===== config.mk =====
export PLATFORM = sky130hd
export DESIGN_NAME = heading_dead_reckoning_integrator
export DESIGN_NICKNAME = d
export VERILOG_FILES = /design/src/hw/rtl/hdri_pkg.sv /design/src/hw/rtl/hdri_cordic_cell.sv /design/src/hw/rtl/hdri_cordic_chain.sv /design/src/hw/rtl/heading_dead_reckoning_integrator.sv
export SDC_FILE = /design/constraint.sdc
export NUM_CORES = 2
export LEC_CHECK = 0
export BUFFER_PORTS_ARGS = -buffer_cell sky130_fd_sc_hd__buf_2
export CAP_MARGIN = 25
export CORE_UTILIZATION = 45
export CTS_CLUSTER_DIAMETER = 100
export DETAILED_ROUTE_END_ITERATION = 10
export GPL_TIMING_DRIVEN = 0
export PLACE_DENSITY = 0.6
export REMOVE_ABC_BUFFERS = 1
export SLEW_MARGIN = 20
export SYNTH_ARGS = -nofsm -noshare
export SYNTH_HDL_FRONTEND = slang
export SYNTH_SLANG_ARGS = --single-unit

===== constraint.sdc =====
create_clock -name clk -period 10.2 [get_ports clk]
set_input_delay 1.53 -clock clk [delete_from_list [all_inputs] [get_ports clk]]
set_output_delay 1.53 -clock clk [all_outputs]
set_load 0.005 [all_outputs]

===== src/hw/rtl/hdri_pkg.sv =====
// Shared types and constants for the heading dead-reckoning integrator.
package hdri_pkg;

  localparam int CORD_STEPS = 15;
  localparam int STEP_W     = $clog2(CORD_STEPS);
  localparam int CORD_W     = 18;

  localparam logic signed [CORD_W-1:0] CORD_ONE     = 18'sd19898;
  localparam logic signed [CORD_W-1:0] QUARTER_TURN = 18'sd16384;
  localparam logic signed [CORD_W-1:0] HALF_TURN    = 18'sd32768;

  // arctangent of 2^-i in binary-angle units
  localparam logic signed [CORD_W-1:0] ATAN_TAB [CORD_STEPS] = '{
    18'sd8192, 18'sd4836, 18'sd2555, 18'sd1297, 18'sd651, 18'sd326, 18'sd163,
    18'sd81, 18'sd41, 18'sd20, 18'sd10, 18'sd5, 18'sd3, 18'sd1, 18'sd1
  };

  localparam logic [31:0] DT_MAX = 32'd65535;
  localparam int DT_W = 16;

  localparam int VEL_W = 17;
  localparam int IN_W  = 112;
  localparam int OUT_W = 200;

  typedef struct packed {
    logic signed [CORD_W-1:0] x;
    logic signed [CORD_W-1:0] y;
    logic signed [CORD_W-1:0] z;
    logic                     flip;
  } cordic_t;

endpackage


===== src/hw/rtl/hdri_cordic_cell.sv =====
// One CORDIC rotation cell: a registered micro-rotation by atan(2^-step).
module hdri_cordic_cell (
  input  logic                          clk,
  input  logic                          rst_n,
  input  logic [hdri_pkg::STEP_W-1:0]   step,
  input  logic                          in_vld,
  input  hdri_pkg::cordic_t             din,
  output logic                          out_vld,
  output hdri_pkg::cordic_t             dout
);
  import hdri_pkg::*;

  logic                     vld_r;
  cordic_t                  dat_r, dat_nxt;
  logic signed [CORD_W-1:0] dx, dy, ang;

  always_comb begin
    // arithmetic shift is floor toward minus infinity
    dx  = din.y >>> step;
    dy  = din.x >>> step;
    ang = ATAN_TAB[step];
    dat_nxt.flip = din.flip;
    if (!din.z[CORD_W-1]) begin
      dat_nxt.x = din.x - dx;
      dat_nxt.y = din.y + dy;
      dat_nxt.z = din.z - ang;
    end else begin
      dat_nxt.x = din.x + dx;
      dat_nxt.y = din.y - dy;
      dat_nxt.z = din.z + ang;
    end
  end

  always_ff @(posedge clk) begin
    if (!rst_n) begin
      vld_r <= 1'b0;
    end else begin
      vld_r <= in_vld;
    end
  end

  always_ff @(posedge clk) begin
    if (in_vld) begin
      dat_r <= dat_nxt;
    end
  end

  assign out_vld = vld_r;
  assign dout    = dat_r;

endmodule


===== src/hw/rtl/hdri_cordic_chain.sv =====
// Row of CORDIC cells producing cosine and sine of a binary angle in Q1.15.
module hdri_cordic_chain (
  input  logic                                clk,
  input  logic                                rst_n,
  input  logic                                start,
  input  logic signed [15:0]                  ang,
  output logic                                done,
  output logic signed [hdri_pkg::CORD_W-1:0]  cos_o,
  output logic signed [hdri_pkg::CORD_W-1:0]  sin_o
);
  import hdri_pkg::*;

  cordic_t                  stage [CORD_STEPS+1];
  cordic_t                  seed;
  logic [CORD_STEPS:0]      vld;
  logic signed [CORD_W-1:0] za;

  // fold into the right half-plane; undone by negating both outputs
  always_comb begin
    za = CORD_W'(ang);
    seed.x = CORD_ONE;
    seed.y = '0;
    if (za > QUARTER_TURN) begin
      seed.z    = za - HALF_TURN;
      seed.flip = 1'b1;
    end else if (za < -QUARTER_TURN) begin
      seed.z    = za + HALF_TURN;
      seed.flip = 1'b1;
    end else begin
      seed.z    = za;
      seed.flip = 1'b0;
    end
  end

  assign stage[0] = seed;
  assign vld[0]   = start;

  for (genvar i = 0; i < CORD_STEPS; i++) begin : g_cell
    hdri_cordic_cell u_cell (
      .clk     (clk),
      .rst_n   (rst_n),
      .step    (STEP_W'(i)),
      .in_vld  (vld[i]),
      .din     (stage[i]),
      .out_vld (vld[i+1]),
      .dout    (stage[i+1])
    );
  end

  assign done  = vld[CORD_STEPS];
  assign cos_o = stage[CORD_STEPS].flip ? -stage[CORD_STEPS].x : stage[CORD_STEPS].x;
  assign sin_o = stage[CORD_STEPS].flip ? -stage[CORD_STEPS].y : stage[CORD_STEPS].y;

  // one angle in flight at a time
  a_single_token: assert property (@(posedge clk) disable iff (!rst_n)
    $onehot0(vld[CORD_STEPS:1]))
    else $error("more than one angle in the CORDIC row");

  a_start_empty: assert property (@(posedge clk) disable iff (!rst_n)
    start |-> (vld[CORD_STEPS:1] == '0))
    else $error("CORDIC started while busy");

endmodule


===== src/hw/rtl/heading_dead_reckoning_integrator.sv =====
// Top level: velocity rotation by heading and saturating position integration.
//
// Each input transfer carries a body-frame velocity pair, a binary-angle heading and two
// tick stamps. Sine and cosine come from a row of 15 CORDIC cells; the rotated velocities
// are rounded half up to whole units and clamped to +/-46341, then multiplied by the
// elapsed ticks (now minus prev modulo 2^32, limited to 65535) and added to two signed
// 64-bit sums that saturate. Reset clears both sums. One result transfer follows each
// input transfer and reports the new sums. An item passes from acceptance through the
// CORDIC row, the single shared 18x18 multiplier, rounding and the accumulate, and the
// block returns to idle before it accepts the next item. The accumulate waits while an
// earlier result is still untaken. A finished result sits in an output register, so
// the next item is accepted while it waits to be taken.
module heading_dead_reckoning_integrator (
  input  logic                         clk,
  input  logic                         rst_n,
  input  logic                         in_tvalid,
  output logic                         in_tready,
  // body_vel_x[15:0], body_vel_y[31:16], heading[47:32], prev_time[79:48],
  // now_time[111:80]
  input  logic [hdri_pkg::IN_W-1:0]    in_tdata,
  output logic                         out_tvalid,
  input  logic                         out_tready,
  // north_vel[16:0], east_vel[33:17], east_position[97:34], north_position[161:98],
  // stamp[193:162], zero fill[199:194]
  output logic [hdri_pkg::OUT_W-1:0]   out_tdata
);
  import hdri_pkg::*;

  localparam logic [2:0] S_IDLE = 3'd0;
  localparam logic [2:0] S_CORD = 3'd1;
  localparam logic [2:0] S_MUL  = 3'd2;
  localparam logic [2:0] S_RND  = 3'd3;
  localparam logic [2:0] S_DTM  = 3'd4;
  localparam logic [2:0] S_ACC  = 3'd5;

  localparam int MUL_W = 2 * CORD_W;
  localparam logic signed [21:0] VEL_LIM = 22'sd46341;

  logic [2:0]                state_r, state_nxt;
  logic [1:0]                cnt_r;
  logic                      out_vld_r;
  logic [OUT_W-1:0]          out_data_r;

  logic signed [15:0]        vx_r, vy_r;
  logic [DT_W-1:0]           dt_r;
  logic [31:0]               stamp_r;
  logic signed [CORD_W-1:0]  cos_r, sin_r;
  logic signed [MUL_W-1:0]   accn_r, acce_r, dn_r, de_r;
  logic signed [VEL_W-1:0]   vn_r, ve_r;
  logic signed [63:0]        east_sum_r, north_sum_r;
  logic signed [63:0]        east_new, north_new;

  logic                      in_xfer, out_free;
  logic                      cord_done;
  logic signed [CORD_W-1:0]  cord_cos, cord_sin;
  logic [31:0]               diff;
  logic [DT_W-1:0]           dt_in;
  logic signed [CORD_W-1:0]  mul_a, mul_b;
  logic signed [MUL_W-1:0]   mul_p;

  function automatic logic signed [VEL_W-1:0] round_vel(input logic signed [MUL_W-1:0] a);
    logic signed [MUL_W:0] t;
    logic signed [21:0]    q;
    t = (MUL_W+1)'(a) + (MUL_W+1)'(16384);
    q = 22'(t >>> 15);
    if (q > VEL_LIM) begin
      q = VEL_LIM;
    end else if (q < -VEL_LIM) begin
      q = -VEL_LIM;
    end
    return VEL_W'(q);
  endfunction

  function automatic logic signed [63:0] sat_add(input logic signed [63:0] a,
                                                 input logic signed [MUL_W-1:0] b);
    logic signed [63:0] be, s;
    be = 64'(b);
    s  = a + be;
    if ((a[63] == be[63]) && (s[63] != a[63])) begin
      s = a[63] ? {1'b1, 63'd0} : {1'b0, {63{1'b1}}};
    end
    return s;
  endfunction

  assign in_tready = (state_r == S_IDLE);
  assign in_xfer   = in_tvalid && in_tready;
  assign out_free  = !out_vld_r || out_tready;

  hdri_cordic_chain u_chain (
    .clk   (clk),
    .rst_n (rst_n),
    .start (in_xfer),
    .ang   (in_tdata[47:32]),
    .done  (cord_done),
    .cos_o (cord_cos),
    .sin_o (cord_sin)
  );

  assign diff  = in_tdata[111:80] - in_tdata[79:48];
  assign dt_in = (diff > DT_MAX) ? DT_MAX[DT_W-1:0] : diff[DT_W-1:0];

  // shared multiplier: four rotation products, then two velocity*ticks products
  always_comb begin
    if (state_r == S_DTM) begin
      mul_a = cnt_r[0] ? CORD_W'(ve_r) : CORD_W'(vn_r);
      mul_b = $signed({{(CORD_W-DT_W){1'b0}}, dt_r});
    end else begin
      mul_a = cnt_r[0] ? CORD_W'(vy_r) : CORD_W'(vx_r);
      mul_b = (cnt_r == 2'd1 || cnt_r == 2'd2) ? sin_r : cos_r;
    end
  end

  assign mul_p = mul_a * mul_b;

  assign east_new  = sat_add(east_sum_r, de_r);
  assign north_new = sat_add(north_sum_r, dn_r);

  always_comb begin
    state_nxt = state_r;
    unique case (state_r)
      S_IDLE: if (in_xfer) state_nxt = S_CORD;
      S_CORD: if (cord_done) state_nxt = S_MUL;
      S_MUL:  if (cnt_r == 2'd3) state_nxt = S_RND;
      S_RND:  state_nxt = S_DTM;
      S_DTM:  if (cnt_r[0]) state_nxt = S_ACC;
      S_ACC:  if (out_free) state_nxt = S_IDLE;
      default: state_nxt = S_IDLE;
    endcase
  end

  always_ff @(posedge clk) begin
    if (!rst_n) begin
      state_r     <= S_IDLE;
      cnt_r       <= '0;
      out_vld_r   <= 1'b0;
      east_sum_r  <= '0;
      north_sum_r <= '0;
    end else begin
      state_r <= state_nxt;
      if ((state_r == S_MUL) || (state_r == S_DTM)) begin
        cnt_r <= cnt_r + 2'd1;
      end else begin
        cnt_r <= '0;
      end
      if (state_r == S_ACC && out_free) begin
        out_vld_r   <= 1'b1;
        east_sum_r  <= east_new;
        north_sum_r <= north_new;
      end else if (out_tready) begin
        out_vld_r <= 1'b0;
      end
    end
  end

  always_ff @(posedge clk) begin
    if (in_xfer) begin
      vx_r    <= in_tdata[15:0];
      vy_r    <= in_tdata[31:16];
      dt_r    <= dt_in;
      stamp_r <= in_tdata[111:80];
    end
    if (state_r == S_CORD && cord_done) begin
      cos_r <= cord_cos;
      sin_r <= cord_sin;
    end
    if (state_r == S_MUL) begin
      unique case (cnt_r)
        2'd0: accn_r <= mul_p;
        2'd1: accn_r <= accn_r - mul_p;
        2'd2: acce_r <= mul_p;
        2'd3: acce_r <= acce_r + mul_p;
        default: accn_r <= mul_p;
      endcase
    end
    if (state_r == S_RND) begin
      vn_r <= round_vel(accn_r);
      ve_r <= round_vel(acce_r);
    end
    if (state_r == S_DTM) begin
      if (cnt_r[0]) begin
        de_r <= mul_p;
      end else begin
        dn_r <= mul_p;
      end
    end
    if (state_r == S_ACC && out_free) begin
      out_data_r <= {{(OUT_W-2*VEL_W-128-32){1'b0}}, stamp_r, north_new, east_new,
                     ve_r, vn_r};
    end
  end

  assign out_tvalid = out_vld_r;
  assign out_tdata  = out_data_r;

  a_cord_state: assert property (@(posedge clk) disable iff (!rst_n)
    cord_done |-> (state_r == S_CORD))
    else $error("CORDIC result outside the wait state");

  a_out_source: assert property (@(posedge clk) disable iff (!rst_n)
    $rose(out_vld_r) |-> ($past(state_r) == S_ACC))
    else $error("result raised outside accumulate");

  a_east_no_wrap: assert property (@(posedge clk) disable iff (!rst_n)
    (state_r == S_ACC && out_free && !east_sum_r[63] && !de_r[MUL_W-1])
      |=> !east_sum_r[63])
    else $error("east sum wrapped negative");

  a_north_no_wrap: assert property (@(posedge clk) disable iff (!rst_n)
    (state_r == S_ACC && out_free && north_sum_r[63] && dn_r[MUL_W-1])
      |=> north_sum_r[63])
    else $error("north sum wrapped positive");

endmodule


==> results.cfg <==
[logic_synthesis]
synth_most_common_cell = edfxtp_1
ys.warnings.count = 0
synthArstFlopShare = 0
ys_ff_latch = 1383
muxShareOfSynthArea = 0.0100
ys_seq_area_frac = 0.389
synth_ff_type = edfxtp_1
synth_cells = 10400
synth_fa_ha_area_frac = 0.198
synth_top_area_frac = 0.360
synth_top_family_by_area = adder cells
synth_commonest_cells = edfxtp_1 (1234), inv_1 (1060), ha_1 (1036), a21oi_1 (898), nand2_1 (880)
avgSynthCellArea_um2 = 9.90
synth-edff-count = 1234
synth_simple_gate_area_frac = 0.108
post_synth_num_cell_types = 103
synth-compound-area-share = 0.160
yosys.area_share.xor_xnor = 0.0854
synth_top_cell_by_area = edfxtp_1
ys_top_cells_by_area = edfxtp_1 (36%), ha_1 (13%), fa_1 (7.1%), xnor2_1 (6.1%), a21oi_1 (4.4%)
synthesis.area_mm2 = 0.103

[sta]
min_period_ns = 10.00
setup_violations = 0
worstMarginPinSlew_ns = 1.00
period_share = 0.981
relSlewSlack = 0.330
fmax_ghz = 0.100
rsz0062_at_grt = yes
setup_slack_ns = 0.199
drv_slew = 0
finalClockSkew_ns = 0.0681
hold_viol = 0

[floorplanning]
die_area_mm2 = 0.230
io_pins = 318
die_h_um = 480
start_util = 0.452
core_area_mm2 = 0.227
die_width_um = 480
rows = 175

[detailed_routing]
drt-wirelength-per-cell_um = 18.4
num_vias = 76700
ant_nets = 0
vias_per_cell = 5.51
drt_iter0_markers = 4820
routed_wirelength_um = 257000
drtPass1Iterations = 6
drc = 0

[grt]
grt_pass1_vias = 75800
grt_pass1_wl_um = 403000
antenna_found_initial = 5
overflow = 0
grt_max_degree = 131
grtUsageTotal = 0.219

[power]
pwr-share-clk = 0.182
p_int_uw = 19200
vdd_ir_drop_max_mv = 0.695
p_leak_uw = 0.0481
seqPwrFrac = 0.211
combPwrFrac = 0.607
p_sw_frac = 0.431
p_per_area_mw_per_mm2 = 290
p_switching_uw = 14600

[finish]
nFillCells = 20400
design_area_mm2 = 0.117
register_area_mm2 = 0.0401
nets = 12300
syn_to_final_growth_pct = 13.3
multi_input_area_mm2 = 0.0591
layout-drive-gt1-share = 0.0973

[placed_design]
placedInstanceArea_mm2 = 0.108
port_buffers = 311
routabilityCongestion = 0.922
post-dp-hpwl_um = 196000
pre_cts_slack_ns = -2.15

[clock_network]
clockBufferDepth = 3
clock_latency_ns = 0.85
cts_hold_buf = 0
clk_pin_slew_ns = 0.06
cts-root-buf = clkbuf_16
cts_tree = built
clock-sinks = 1383
ctsHtreeMaxLevel = 4
cts_made_buffers = 164

[worst_setup_path]
cp-start-kind = flip-flop
end_kind = flip-flop
path_max_fanout = 8
r2r_slack_ns = 0.20
crit_family = adder cells
critPathMaxStageDelay_ns = 0.54
critPathSlowestCell = fa_1
critical_path_class = flip-flop to flip-flop
worst-path-buf-inv = 10
worstPathArrival_ns = 10.57
critPathRequiredTime_ns = 10.77

[hold_path]
hp-class = flip-flop to flip-flop

[status]
status = finished clean

[flow_run]
drv_cap = 0
## state kept, by name, summed over array words and instances (netlist names), 32 cells and up
name,count
u_chain.g_cell.u_cell.dout,746
out_tdata,194
east_sum_r,64
north_sum_r,64
acce_r,36
accn_r,36
de_r,36
dn_r,36
stamp_r,32
## repair_timing
action                                 4_1_cts  5_1_grt
pin swaps                                   40       71
endpoints found under the hold margin        0        0
gates resized for setup                    126      132
setup buffers                               68       47
setup endpoints to repair                   28       14
gates cloned                                 9        1
## final timing paths
path	startpoint	end	depth (start not counted)
max	cnt_r[0]$_SDFF_PN0_	accn_r[35]$_DFFE_PP_	46
min	stamp_r[29]$_DFFE_PP_	out_tdata[191]$_DFFE_PP_	0
max reg2reg	cnt_r[0]$_SDFF_PN0_	accn_r[35]$_DFFE_PP_	46
min reg2reg	stamp_r[29]$_DFFE_PP_	out_tdata[191]$_DFFE_PP_	0
## area by class of cell
type,count,share of cell area
Antenna cell,3,0.0000644
Clock buffer,203,0.0377
Clock inverter,99,0.0110
Inverter,1063,0.0344
Multi-Input combinational cell,7673,0.507
Sequential cell,1383,0.344
Tap cell,3009,0.0323
Timing Repair Buffer,491,0.0332
## stage by stage
stage	TNS, ns	cells	hold slack [ns]	utilization	total power (uW)
floorplan	-29.95	10100	0.400	-	20800
global placement	-2092.89	13400	0.402	0.471	24800
detailed placement	-29.11	13500	0.405	0.477	25100
CTS	0	13900	0.410	0.508	32500
global route	-0.926	13900	0.411	0.513	36000
finish	0	13900	0.408	0.513	33800
## cells by family after synthesis
kind of cell / count (synthesis)
AND/OR/NAND/NOR: 2487
adder cells (fa/ha/maj): 1409
flip-flops: 1383
other: 1
multiplexers: 99
AO/OA/AOI/OAI: 2666
buffers and inverters: 1339
XOR/XNOR: 1000
## layer usage
layer  GRT usage  routed length [um]  vias to the layer above
li1            -                   -                    37400
met1       0.273              109000                    37100
met2       0.385              127000                     1734
met3      0.0277               11800                      399
met4      0.0810                9340                        0
met5           0                   0                        -
## power by group through the flow
| stage | registers, uW | clock network [uW] | logic [uW] |
|---|---|---|---|
| after floorplan | 7250 | 0 | 13500 |
| after global placement | 7290 | 0 | 17500 |
| after detailed placement | 7270 | 0 | 17800 |
| after CTS | 7150 | 6300 | 19100 |
| after global routing | 7150 | 6520 | 22400 |
| final | 7150 | 6150 | 20500 |
## layout by cell type (no fill, tap or decap), drive strengths merged, types with 86 or more instances in the layout
master  instances
a21o          295
a21oi         899
a31oi          86
buf           486
clkbuf        206
dfxtp         149
edfxtp       1234
fa            365
ha           1036
inv          1075
nand2         880
nand3         148
nor2          792
nor3          171
o21ai         681
o21bai        208
xnor2         723
xor2          277
No activity file was read; power rests on OpenSTA's default activity.
